**src/hdl/srht_pkg.sv**
```systemverilog
package srht_pkg;

	// outcode bit positions
	localparam int CODE_LEFT  = 0;
	localparam int CODE_RIGHT = 1;
	localparam int CODE_BELOW = 2;
	localparam int CODE_ABOVE = 3;

	typedef enum logic [1:0] {
		REG_LEFT   = 2'd0,
		REG_BOTTOM = 2'd1,
		REG_RIGHT  = 2'd2,
		REG_TOP    = 2'd3
	} reg_idx_t;

	typedef enum logic [2:0] {
		DEC_INSIDE   = 3'd0,
		DEC_SHARED   = 3'd1,
		DEC_AXIS     = 3'd2,
		DEC_CROSSING = 3'd3,
		DEC_NONE     = 3'd4
	} decide_t;

	// per-stage load enables
	typedef struct packed {
		logic en_s1;
		logic en_s2;
		logic en_s3;
		logic en_s4;
		logic en_s5;
	} pipe_en_t;

	// segment facts that ride along with the products
	typedef struct packed {
		logic [3:0] start_code;
		logic [3:0] end_code;
		logic       x_eq;
		logic       y_eq;
	} meta_t;

endpackage

```
**src/hdl/srht_front.sv**
```systemverilog
module srht_front #(
	parameter int COORD_BITS = 24
) (
	input  logic                         clk,
	input  srht_pkg::pipe_en_t           en,
	input  logic signed [COORD_BITS-1:0] rect_left,
	input  logic signed [COORD_BITS-1:0] rect_bottom,
	input  logic signed [COORD_BITS-1:0] rect_right,
	input  logic signed [COORD_BITS-1:0] rect_top,
	input  logic signed [COORD_BITS-1:0] start_x,
	input  logic signed [COORD_BITS-1:0] start_y,
	input  logic signed [COORD_BITS-1:0] end_x,
	input  logic signed [COORD_BITS-1:0] end_y,
	output srht_pkg::meta_t              meta_s2,
	output logic signed [COORD_BITS:0]   sx_s2,
	output logic signed [COORD_BITS:0]   sy_s2,
	output logic signed [COORD_BITS:0]   ty_s2,
	output logic signed [COORD_BITS:0]   tx_s2,
	output logic signed [COORD_BITS:0]   db_s2,
	output logic signed [COORD_BITS:0]   dt_s2,
	output logic signed [COORD_BITS:0]   dl_s2,
	output logic signed [COORD_BITS:0]   dr_s2
);
	import srht_pkg::*;

	localparam int OP_BITS = COORD_BITS + 1;

	function automatic logic [3:0] outcode(
		input logic signed [COORD_BITS-1:0] x,
		input logic signed [COORD_BITS-1:0] y,
		input logic signed [COORD_BITS-1:0] l,
		input logic signed [COORD_BITS-1:0] b,
		input logic signed [COORD_BITS-1:0] r,
		input logic signed [COORD_BITS-1:0] t
	);
		logic [3:0] c;
		c = 4'b0000;
		if (x < l) begin
			c[CODE_LEFT] = 1'b1;
		end else if (x > r) begin
			c[CODE_RIGHT] = 1'b1;
		end
		if (y < b) begin
			c[CODE_BELOW] = 1'b1;
		end else if (y > t) begin
			c[CODE_ABOVE] = 1'b1;
		end
		return c;
	endfunction

	logic signed [OP_BITS-1:0] x1_e, y1_e, x2_e, y2_e;
	logic signed [OP_BITS-1:0] l_e, b_e, r_e, t_e;

	meta_t                     meta_s1;
	logic signed [OP_BITS-1:0] dx_s1, dy_s1, db_s1, dt_s1, dl_s1, dr_s1;

	assign x1_e = {start_x[COORD_BITS-1], start_x};
	assign y1_e = {start_y[COORD_BITS-1], start_y};
	assign x2_e = {end_x[COORD_BITS-1], end_x};
	assign y2_e = {end_y[COORD_BITS-1], end_y};
	assign l_e  = {rect_left[COORD_BITS-1], rect_left};
	assign b_e  = {rect_bottom[COORD_BITS-1], rect_bottom};
	assign r_e  = {rect_right[COORD_BITS-1], rect_right};
	assign t_e  = {rect_top[COORD_BITS-1], rect_top};

	always_ff @(posedge clk) begin
		if (en.en_s1) begin
			meta_s1.start_code <= outcode(start_x, start_y, rect_left, rect_bottom,
				rect_right, rect_top);
			meta_s1.end_code   <= outcode(end_x, end_y, rect_left, rect_bottom,
				rect_right, rect_top);
			meta_s1.x_eq       <= (start_x == end_x);
			meta_s1.y_eq       <= (start_y == end_y);
			dx_s1 <= x1_e - x2_e;
			dy_s1 <= y1_e - y2_e;
			db_s1 <= b_e - y1_e;
			dt_s1 <= t_e - y1_e;
			dl_s1 <= l_e - x1_e;
			dr_s1 <= r_e - x1_e;
		end
	end

	// orient the direction: +x step for vertical edges, +y step for horizontal
	always_ff @(posedge clk) begin
		if (en.en_s2) begin
			meta_s2 <= meta_s1;
			sx_s2   <= dx_s1[OP_BITS-1] ? -dx_s1 : dx_s1;
			sy_s2   <= dx_s1[OP_BITS-1] ? -dy_s1 : dy_s1;
			ty_s2   <= dy_s1[OP_BITS-1] ? -dy_s1 : dy_s1;
			tx_s2   <= dy_s1[OP_BITS-1] ? -dx_s1 : dx_s1;
			db_s2   <= db_s1;
			dt_s2   <= dt_s1;
			dl_s2   <= dl_s1;
			dr_s2   <= dr_s1;
		end
	end

endmodule

```
**config.mk**
```make
export PLATFORM = sky130hd
export DESIGN_NAME = srht_front
export DESIGN_NICKNAME = d
export VERILOG_FILES = /design/src/hdl/srht_pkg.sv /design/src/hdl/srht_front.sv
export SDC_FILE = /design/constraint.sdc
export NUM_CORES = 1
export LEC_CHECK = 0
export BUFFER_PORTS_ARGS = -buffer_cell sky130_fd_sc_hd__buf_2
export CAP_MARGIN = 20
export CELL_PAD_IN_SITES_DETAIL_PLACEMENT = 0
export CELL_PAD_IN_SITES_GLOBAL_PLACEMENT = 1
export CORE_MARGIN = 5
export CORE_UTILIZATION = 40
export CTS_CLUSTER_SIZE = 8
export DETAILED_ROUTE_END_ITERATION = 7
export PLACE_DENSITY_LB_ADDON = 0.1
export SYNTH_ARGS = -nofsm -noshare
export SYNTH_HDL_FRONTEND = slang
export SYNTH_SLANG_ARGS = --single-unit
```
**constraint.sdc**
```tcl
create_clock -name clk -period 2.8 [get_ports clk]
set_input_delay 0.42 -clock clk [delete_from_list [all_inputs] [get_ports clk]]
set_output_delay 0.42 -clock clk [all_outputs]
set_load 0.01 [all_outputs]
```
==> results of run 1 <==
-- area by class of cell --
cell class / count / area [um^2]
clock buffer: 56 / 1340
fill: 5181 / 27300
multi-input combinational: 1407 / 10500
clock inverter: 8 / 103
inverter: 239 / 897
antenna: 3 / 7.51
tap: 756 / 946
timing repair buffer: 646 / 3940
sequential: 368 / 11100
-- cells by family (layout without fill, tap and decap cells) --
logic type / Yosys count / count (layout) / share of synthesized area
AND/OR/NAND/NOR: 484 / 484 / 0.107
AO/OA/AOI/OAI: 463 / 463 / 0.135
flip-flops: 368 / 368 / 0.491
buffers and inverters: 266 / 949 / 0.0447
adder cells (fa/ha/maj): 248 / 248 / 0.140
XOR/XNOR: 209 / 209 / 0.0814
multiplexers: 3 / 3 / 0.00145
other: 0 / 3 / 0
-- routing by layer --
layer	routed length, um	track usage
met5	13	0
met4	1930	0.0653
met3	4320	0.0521
met2	34200	0.387
met1	30700	0.295
-- registers in the layout, indices dropped and copies added (netlist names) --
signal / count
dx_s1: 25
meta_s2: 10
tx_s2: 24
dr_s2: 25
meta_s1: 10
ty_s2: 24
dy_s1: 25
dr_s1: 25
dl_s2: 25
sy_s2: 25
sx_s2: 25
dl_s1: 25
dt_s2: 25
db_s1: 25
dt_s1: 25
db_s2: 25
-- power by group --
group | total (mW) | switching (mW) | internal (mW)
Combinational | 4.35 | 2.39 | 1.97
Sequential | 7.61 | 0.404 | 7.20
Clock | 5.73 | 2.37 | 3.36
Total | 17.7 | 5.16 | 12.5
-- repair_timing --
| action | in CTS | in global routing |
|---|---|---|
| endpoints found under the setup margin | 3 | 18 |
| gates resized for setup | 2 | 15 |
| pin swaps | 0 | 3 |
| hold buffers | 0 | 0 |
| setup buffers | 0 | 7 |
-- worst paths after layout --
path                    end  slack, ps  depth (start not counted)
setup / recovery  tx_s2[24]         80                          9
hold / removal    dt_s1[21]        260                          1
setup reg to reg  tx_s2[24]         80                          9
hold reg to reg    db_s2[7]        400                          0
-- cell usage after synthesis (6+ instances only) --
| master | n | area (um^2) |
|---|---|---|
| edfxtp_1 | 368 | 11100 |
| ha_1 | 242 | 3030 |
| inv_1 | 239 | 897 |
| xnor2_1 | 171 | 1500 |
| nand2_1 | 162 | 608 |
| a21oi_1 | 130 | 651 |
| o21ai_0 | 95 | 475 |
| a21o_1 | 88 | 661 |
| nor2_1 | 82 | 308 |
| xor2_1 | 38 | 333 |
| nand3_1 | 34 | 170 |
| or3_1 | 32 | 200 |
| nand4_1 | 29 | 181 |
| nor3_1 | 28 | 140 |
| o21a_1 | 27 | 203 |
| nand2b_1 | 26 | 163 |
| nor2b_1 | 25 | 156 |
| clkbuf_1 | 23 | 86.3 |
| a211oi_1 | 14 | 105 |
| a31oi_1 | 14 | 87.6 |
| and3_1 | 13 | 81.3 |
| o21bai_1 | 12 | 90.1 |
| o31a_1 | 11 | 96.3 |
| o31ai_1 | 11 | 82.6 |
| or2_2 | 11 | 68.8 |
| and2_1 | 10 | 62.6 |
| a41oi_1 | 7 | 61.3 |
| nor4_1 | 7 | 43.8 |
| or4_1 | 7 | 52.6 |
| fa_1 | 6 | 120 |
-- worst max-delay path: cells and delay by family, from the launching register on --
kind                     cells  cell delay (ps)
buffers and inverters        1              110
adder cells (fa/ha/maj)      1              150
flip-flops                   1              450
AND/OR/NAND/NOR              5             1430
XOR/XNOR                     1               90
AO/OA/AOI/OAI                1              230
-- metrics by stage --
step	worst slack (ps)	area (um^2)	instances
2_1_floorplan	25.0	22500	2041
3_3_place_gp	-440	27200	3409
3_5_place_dp	-470	27200	3409
4_1_cts	7.60	28700	3473
5_1_grt	-3.72	28800	3480
6_report	76.0	28800	3483
==> flow_summary.yaml, run 1 <==
worst_setup_path:
  cp.arrival_ps: 3080
  path_cells: "inv_2 -> ha_4 -> nand2_4 -> or3_4 -> or2_4 -> or3_4 -> or4_4 -> o41ai_4 -> xnor2_1"
  r2r_start: "dx_s1[0]"
  crit_top_cell: "or3_4"
  cp-startpoint: "dx_s1[0]"
  setup.worst_path.end_class: "flop"
  critPathMaxFanout: 6
  slowest_stage: "or4_4"
  crit_path_start_kind: "flop"
  cp.required_ps: 3160
  path_class: "reg -> reg"
  slowest_delay_ps: 480
clocking:
  htreeDepth: 2
  clock_path_buffers: 3
  clkSlewWorstSetupHoldPaths_ps: 50
  tritoncts: "done"
  cts_sinks: 368
  cts_root_buf: "clkbuf_16"
  clk_latency_ps: 610
  numCtsBuffers: 53
place:
  portBuffers: 404
  gp_routability_congestion: 0.905
  dp_hpwl_um: 58600
timing:
  min_period_over_period: 0.973
  max_freq_mhz: 367
  hold_viol_final: 0
  setup_viol: 0
  drv_slew: 0
  timing.slew.headroom: 0.534
  worst_pin_slew_ps: 692
  rsz0062_at_grt: "true"
  hold_ws_ps: 263
  fin_crit_ps: 2720
  skew_ps: 24.5
  finalSetupTns_ps: 0
yosys:
  synth_cells: 2041
  ys_ff_latch: 368
  async_flop_share: 0
  syn_area_mm2: 0.0225
  syn_nets: 2487
  ys_warn_count: 0
  postSynthAreaPerCell_um2: 11.0
  ys.flop_type: "edfxtp_1"
  synth-edff-count: 368
  synthDistinctLibCells: 73
  ys_seq_area_frac: 0.491
power:
  ir_worst_vdd_v: 0.000475
  p_total_mw: 17.7
  p_leak_nw: 13.3
  powerDensity_mw_per_mm2: 614
global_route:
  grt_use_total: 0.229
  antenna_found_initial: 5
  grt_pass1_wl_um: 106000
  grt-ovfl-total: 0
  grt_max_degree: 62
  grt_pass1_vias: 18000
floorplan:
  ios: 408
  die_y_um: 247
  die_x_um: 247
  start_util: 0.401
  core-area_mm2: 0.0561
  rows: 87
  die_area_mm2: 0.0611
routing:
  routed_wl_um: 71200
  drc: 0
  via_count: 17600
  drtIter0Drc: 924
  vias_per_cell: 5.06
  antenna_left: 0
  wl_per_cell_um: 20.4
  dr.pass1.iters: 5
min_path:
  worstHoldStart: "en[4]"
  min_path_type: "in -> reg"
final_layout:
  final_core_util: 0.514
  layout_commonest_cell: "buf_2"
  drive_gt1_frac: 0.273
  nNetsFinal: 3161
  layout_common_cells: "buf_2 (402), edfxtp_1 (368), ha_1 (241)"
  areaGrowthSynthToFinish_pct: 28.0
run_status:
  status: "complete, no violations"
flow_run:
  max_cap_violations: 0
Note: power is estimated with default switching activity, not from simulation.
==> run 2: changes to the inputs <==
CORE_UTILIZATION = 25   (was 40)
==> run 2 against run 1 <==
Clock skew is essentially flat. Via count grew 0.59%. Total power up 1.8%. Clock power grew 3%. Global-route usage decreased by 6.9 points. Flip-flop and latch count stayed put. Worst setup slack got worse by 8.3 ps. Combinational power grew 2%. Cell count is 14% higher. Die area increased by 57%. Register-to-register slack about the same. Count of clock-buffer cells in the layout is 3 higher. Critical path type unchanged.
==> flow_summary.yaml, run 2 (synthesis results as in run 1) <==
run_status:
  status: "complete, no violations"
timing:
  hold_ws_ps: 173
  min_period_over_period: 0.976
  worst_pin_slew_ps: 679
  drv_slew: 0
  timing.slew.headroom: 0.544
  fin_crit_ps: 2730
  rsz0062_at_grt: "true"
  setup_viol: 0
  hold_viol_final: 0
  max_freq_mhz: 366
  finalSetupTns_ps: 0
  worst_slack_ps: 67.7
  skew_ps: 24.2
global_route:
  antenna_found_initial: 9
  grt_pass1_vias: 18200
  grt_pass1_wl_um: 115000
  grt-ovfl-total: 0
  grt_max_degree: 64
  grt_use_total: 0.159
clocking:
  cts_sinks: 368
  numCtsBuffers: 54
  tritoncts: "done"
  cts_root_buf: "clkbuf_16"
  htreeDepth: 2
  clk_latency_ps: 600
  cts_hold_buf: 0
  clock_path_buffers: 3
  clkSlewWorstSetupHoldPaths_ps: 50
final_layout:
  drive_gt1_frac: 0.286
  nNetsFinal: 3208
  layout_common_cells: "buf_2 (402), edfxtp_1 (368), buf_4 (283)"
  final_cell_count_no_fill: 3957
  areaGrowthSynthToFinish_pct: 32.1
  layout_commonest_cell: "buf_2"
power:
  ir_worst_vdd_v: 0.000432
  powerDensity_mw_per_mm2: 607
  p_total_mw: 18.0
  p_leak_nw: 13.5
routing:
  drc: 0
  via_count: 17700
  drtIter0Drc: 968
  antenna_left: 0
  wl_per_cell_um: 20.1
  routed_wl_um: 79400
  dr.pass1.iters: 5
  vias_per_cell: 4.48
place:
  portBuffers: 404
  gp_routability_congestion: 0.861
  placedCellCount: 3879
  dp_hpwl_um: 65100
  preCtsSetupSlack_ps: -627
worst_setup_path:
  setup.worst_path.end_class: "flop"
  crit_path_start_kind: "flop"
  cp-startpoint: "dx_s1[0]"
  r2r_start: "dx_s1[0]"
  cp.arrival_ps: 3060
  cp.required_ps: 3130
  critPathMaxFanout: 6
  path_class: "reg -> reg"
min_path:
  min_path_type: "in -> reg"
  worstHoldStart: "en[4]"
floorplan:
  die_area_mm2: 0.0961
  start_util: 0.251
  die_x_um: 310
  rows: 110
  core-area_mm2: 0.0896
  ios: 408
  die_y_um: 310
flow_run:
  max_cap_violations: 0
-- run 2: cell count changes in the layout (fill, tap and decap cells not counted), moves of 2 or more --
cell      delta
buf_12       -2
clkinv_1     +4
buf_4       +48
clkinv_8     +2
o21ai_0      +2
clkbuf_1     +2
nor4_2       +2
nor4_1       -2
-- run 2: final cells by class --
| class | count | area, um^2 |
|---|---|---|
| Antenna cell | 4 | 10.0 |
| Clock buffer | 59 | 1370 |
| Clock inverter | 12 | 97.6 |
| Fill cell | 9188 | 59900 |
| Inverter | 239 | 897 |
| Multi-Input combinational cell | 1407 | 10500 |
| Sequential cell | 368 | 11100 |
| Tap cell | 1176 | 1470 |
| Timing Repair Buffer | 692 | 4260 |
-- run 2: per-layer routing --
| layer | up-vias | GRT usage | part of all wire |
|---|---|---|---|
| met5 | - | 0 | 0.00031 |
| met1 | 8375 | 0.210 | 0.45 |
| met2 | 408 | 0.273 | 0.48 |
| met4 | 4 | 0.0406 | 0.026 |
| li1 | 8852 | - | - |
| met3 | 97 | 0.0281 | 0.047 |
-- run 2: report_power, final --
| group | total (mW) | internal [mW] | switching (mW) | leakage [nW] |
|---|---|---|---|---|
| registers | 7.66 | 7.21 | 0.450 | 3.60 |
| clock network | 5.91 | 3.42 | 2.48 | 0.713 |
| logic | 4.45 | 2.02 | 2.43 | 9.21 |
| total | 18.0 | 12.6 | 5.37 | 13.5 |
-- run 2: worst max-delay path, stage by stage, from the launching register on --
cell and delay (ps):
edfxtp_1 400, inv_2 100, ha_4 160, nand2_4 50, or3_4 330, or2_4 250, or3_4 360, or4_4 480
o41ai_4 240, xnor2_1 100
-- run 2: timing repair --
item,4_1_cts,5_1_grt
pin swaps,0,2
setup buffers,0,3
cloned,0,0
setup endpoints to repair,2,22
gates resized for setup,2,18
-- run 2: final timing paths --
check	to	slack, ps	cells past startpoint
max	tx_s2[24]	70	9
min	meta_s1[5]	170	1
max reg2reg	tx_s2[24]	70	9
min reg2reg	dl_s2[17]	400	0
-- run 2: stage by stage --
stage / cell area [um^2] / util
after CTS: 29600 / 0.330
after detailed placement: 28100 / 0.314
after global routing: 29700 / 0.331
after global placement: 28100 / 0.314
after floorplan: 22500 / -
final: 29700 / 0.331
==> run 3: changes to the inputs <==
RECOVER_POWER = 25   (was unset)
==> run 3 against run 2 <==
The run now ends with max-capacitance violations, max-slew violations left. Non-clock buffer count unchanged. Critical path type unchanged. First-iteration DRC count down 1.0%. Cell count unchanged. Sequential share of layout area up 0.088 points. Flip-flop and latch count unchanged. Total power about the same.
==> flow_summary.yaml, run 3 (synthesis results as in run 1) <==
run_status:
  status: "finished with violations"
  violations: "max-capacitance violations, max-slew violations"
final_layout:
  nNetsFinal: 3208
  drive_gt1_frac: 0.284
  final_cell_count_no_fill: 3957
  layout_commonest_cell: "buf_2"
  areaGrowthSynthToFinish_pct: 31.7
  layout_common_cells: "buf_2 (400), edfxtp_1 (368), buf_4 (282)"
  finish.instance_area_mm2: 0.0296
place:
  gp_routability_congestion: 0.861
  portBuffers: 404
  preCtsSetupSlack_ps: -627
  placed_area_mm2: 0.0281
  placedCellCount: 3879
  dp_hpwl_um: 65100
global_route:
  grt_pass1_wl_um: 115000
  busiest_layer: "met2"
  antenna_found_initial: 9
  grt_max_degree: 64
  use_met2: 0.273
  grt_pass1_vias: 18200
  groute.layer.met3.usage: 0.0281
  grt_use_total: 0.159
  grt-ovfl-total: 0
  grt_use_met1: 0.210
worst_setup_path:
  slowest_stage: "or4_4"
  crit_path_start_kind: "flop"
  cp_top_family: "simple AND/OR/NAND/NOR gates"
  crit_top_cell: "or3_4"
  critPathMaxFanout: 6
  slowest_delay_ps: 480
  path_cells: "inv_2 -> ha_4 -> nand2_4 -> or3_4 -> or2_4 -> or3_4 -> or4_4 -> o41ai_4 -> xnor2_1"
  crit_buf_inv: 1
  cp.required_ps: 3130
  setup.worst_path.end_class: "flop"
  path_class: "reg -> reg"
  cp.arrival_ps: 3060
clocking:
  tritoncts: "done"
  numCtsBuffers: 54
  htreeDepth: 2
  clk_latency_ps: 600
  clkSlewWorstSetupHoldPaths_ps: 50
  clock_path_buffers: 3
  cts_root_buf: "clkbuf_16"
  cts_sinks: 368
timing:
  skew_ps: 24.2
  worst_slack_ps: 67.2
  finalSetupTns_ps: 0
  timing.slew.headroom: -0.706
  hold_viol_final: 0
  rsz0062_at_grt: "true"
  min_period_over_period: 0.976
  hold_ws_ps: 269
  fin_crit_ps: 2730
  worst_pin_slew_ps: 2560
  setup_viol: 0
  drv_slew: 35
  max_freq_mhz: 366
floorplan:
  core-area_mm2: 0.0896
  start_util: 0.251
  ios: 408
  rows: 110
  die_x_um: 310
  die_area_mm2: 0.0961
  die_y_um: 310
routing:
  routed_wl_um: 79500
  wl_per_cell_um: 20.1
  dr.pass1.iters: 5
  drc: 0
  drtIter0Drc: 958
  via_count: 17700
  vias_per_cell: 4.48
  antenna_left: 0
power:
  p_leak_nw: 13.5
  powerDensity_mw_per_mm2: 608
  pwr-share-clk: 0.328
  power_frac_seq: 0.425
  switching_share: 0.298
  netSwitchingPower_mw: 5.36
  share_comb_of_total_power: 0.247
  p_int_mw: 12.6
  ir_worst_vdd_v: 0.000432
flow_run:
  max_cap_violations: 1
min_path:
  min_path_type: "in -> reg"
-- run 3: area by class of cell --
type / count / area [um^2]
fill: 9200 / 60000
inverter: 239 / 897
timing repair buffer: 692 / 4190
clock buffer: 59 / 1370
multi-input combinational: 1407 / 10500
clock inverter: 12 / 97.6
tap: 1176 / 1470
antenna: 4 / 10.0
sequential: 368 / 11100
-- run 3: power groups by stage --
stage / clock network (mW) / logic (mW) / registers (mW)
finish: 5.91 / 4.44 / 7.66
global placement: 0 / 4.48 / 7.77
global route: 6.37 / 4.93 / 7.74
detailed placement: 0 / 4.49 / 7.77
CTS: 6.18 / 4.52 / 7.68
floorplan: 0 / 2.15 / 7.78
-- run 3: worst register-to-register path: stages (launching register included) --
cell and delay [ps]:
edfxtp_1 400, inv_2 100, ha_4 160, nand2_4 50, or3_4 330, or2_4 250, or3_4 360, or4_4 480
o41ai_4 240, xnor2_1 100
-- run 3: through the flow --
step | total power [mW] | util
global route | 19.0 | 0.331
global placement | 12.3 | 0.314
detailed placement | 12.3 | 0.314
floorplan | 9.94 | -
finish | 18.0 | 0.331
CTS | 18.4 | 0.330
-- run 3: final timing paths --
check,slack [ps],start,depth (start not counted),endpoint
max,70,dx_s1[0],9,tx_s2[24]
min,270,start_x[0],3,dr_s1[0]
max reg2reg,70,dx_s1[0],9,tx_s2[24]
min reg2reg,400,dl_s1[17],0,dl_s2[17]
-- run 3: repair_timing --
action,CTS,global route
setup endpoints to repair,2,22
setup buffers,0,3
pin swaps,0,2
hold buffers,0,0
resized for setup,2,18
-- run 3: routing by layer --
layer / up-vias / wire (um)
li1: 8846 / -
met4: 4 / 2070
met5: - / 25
met3: 100 / 4020
met2: 423 / 38100
met1: 8370 / 35200
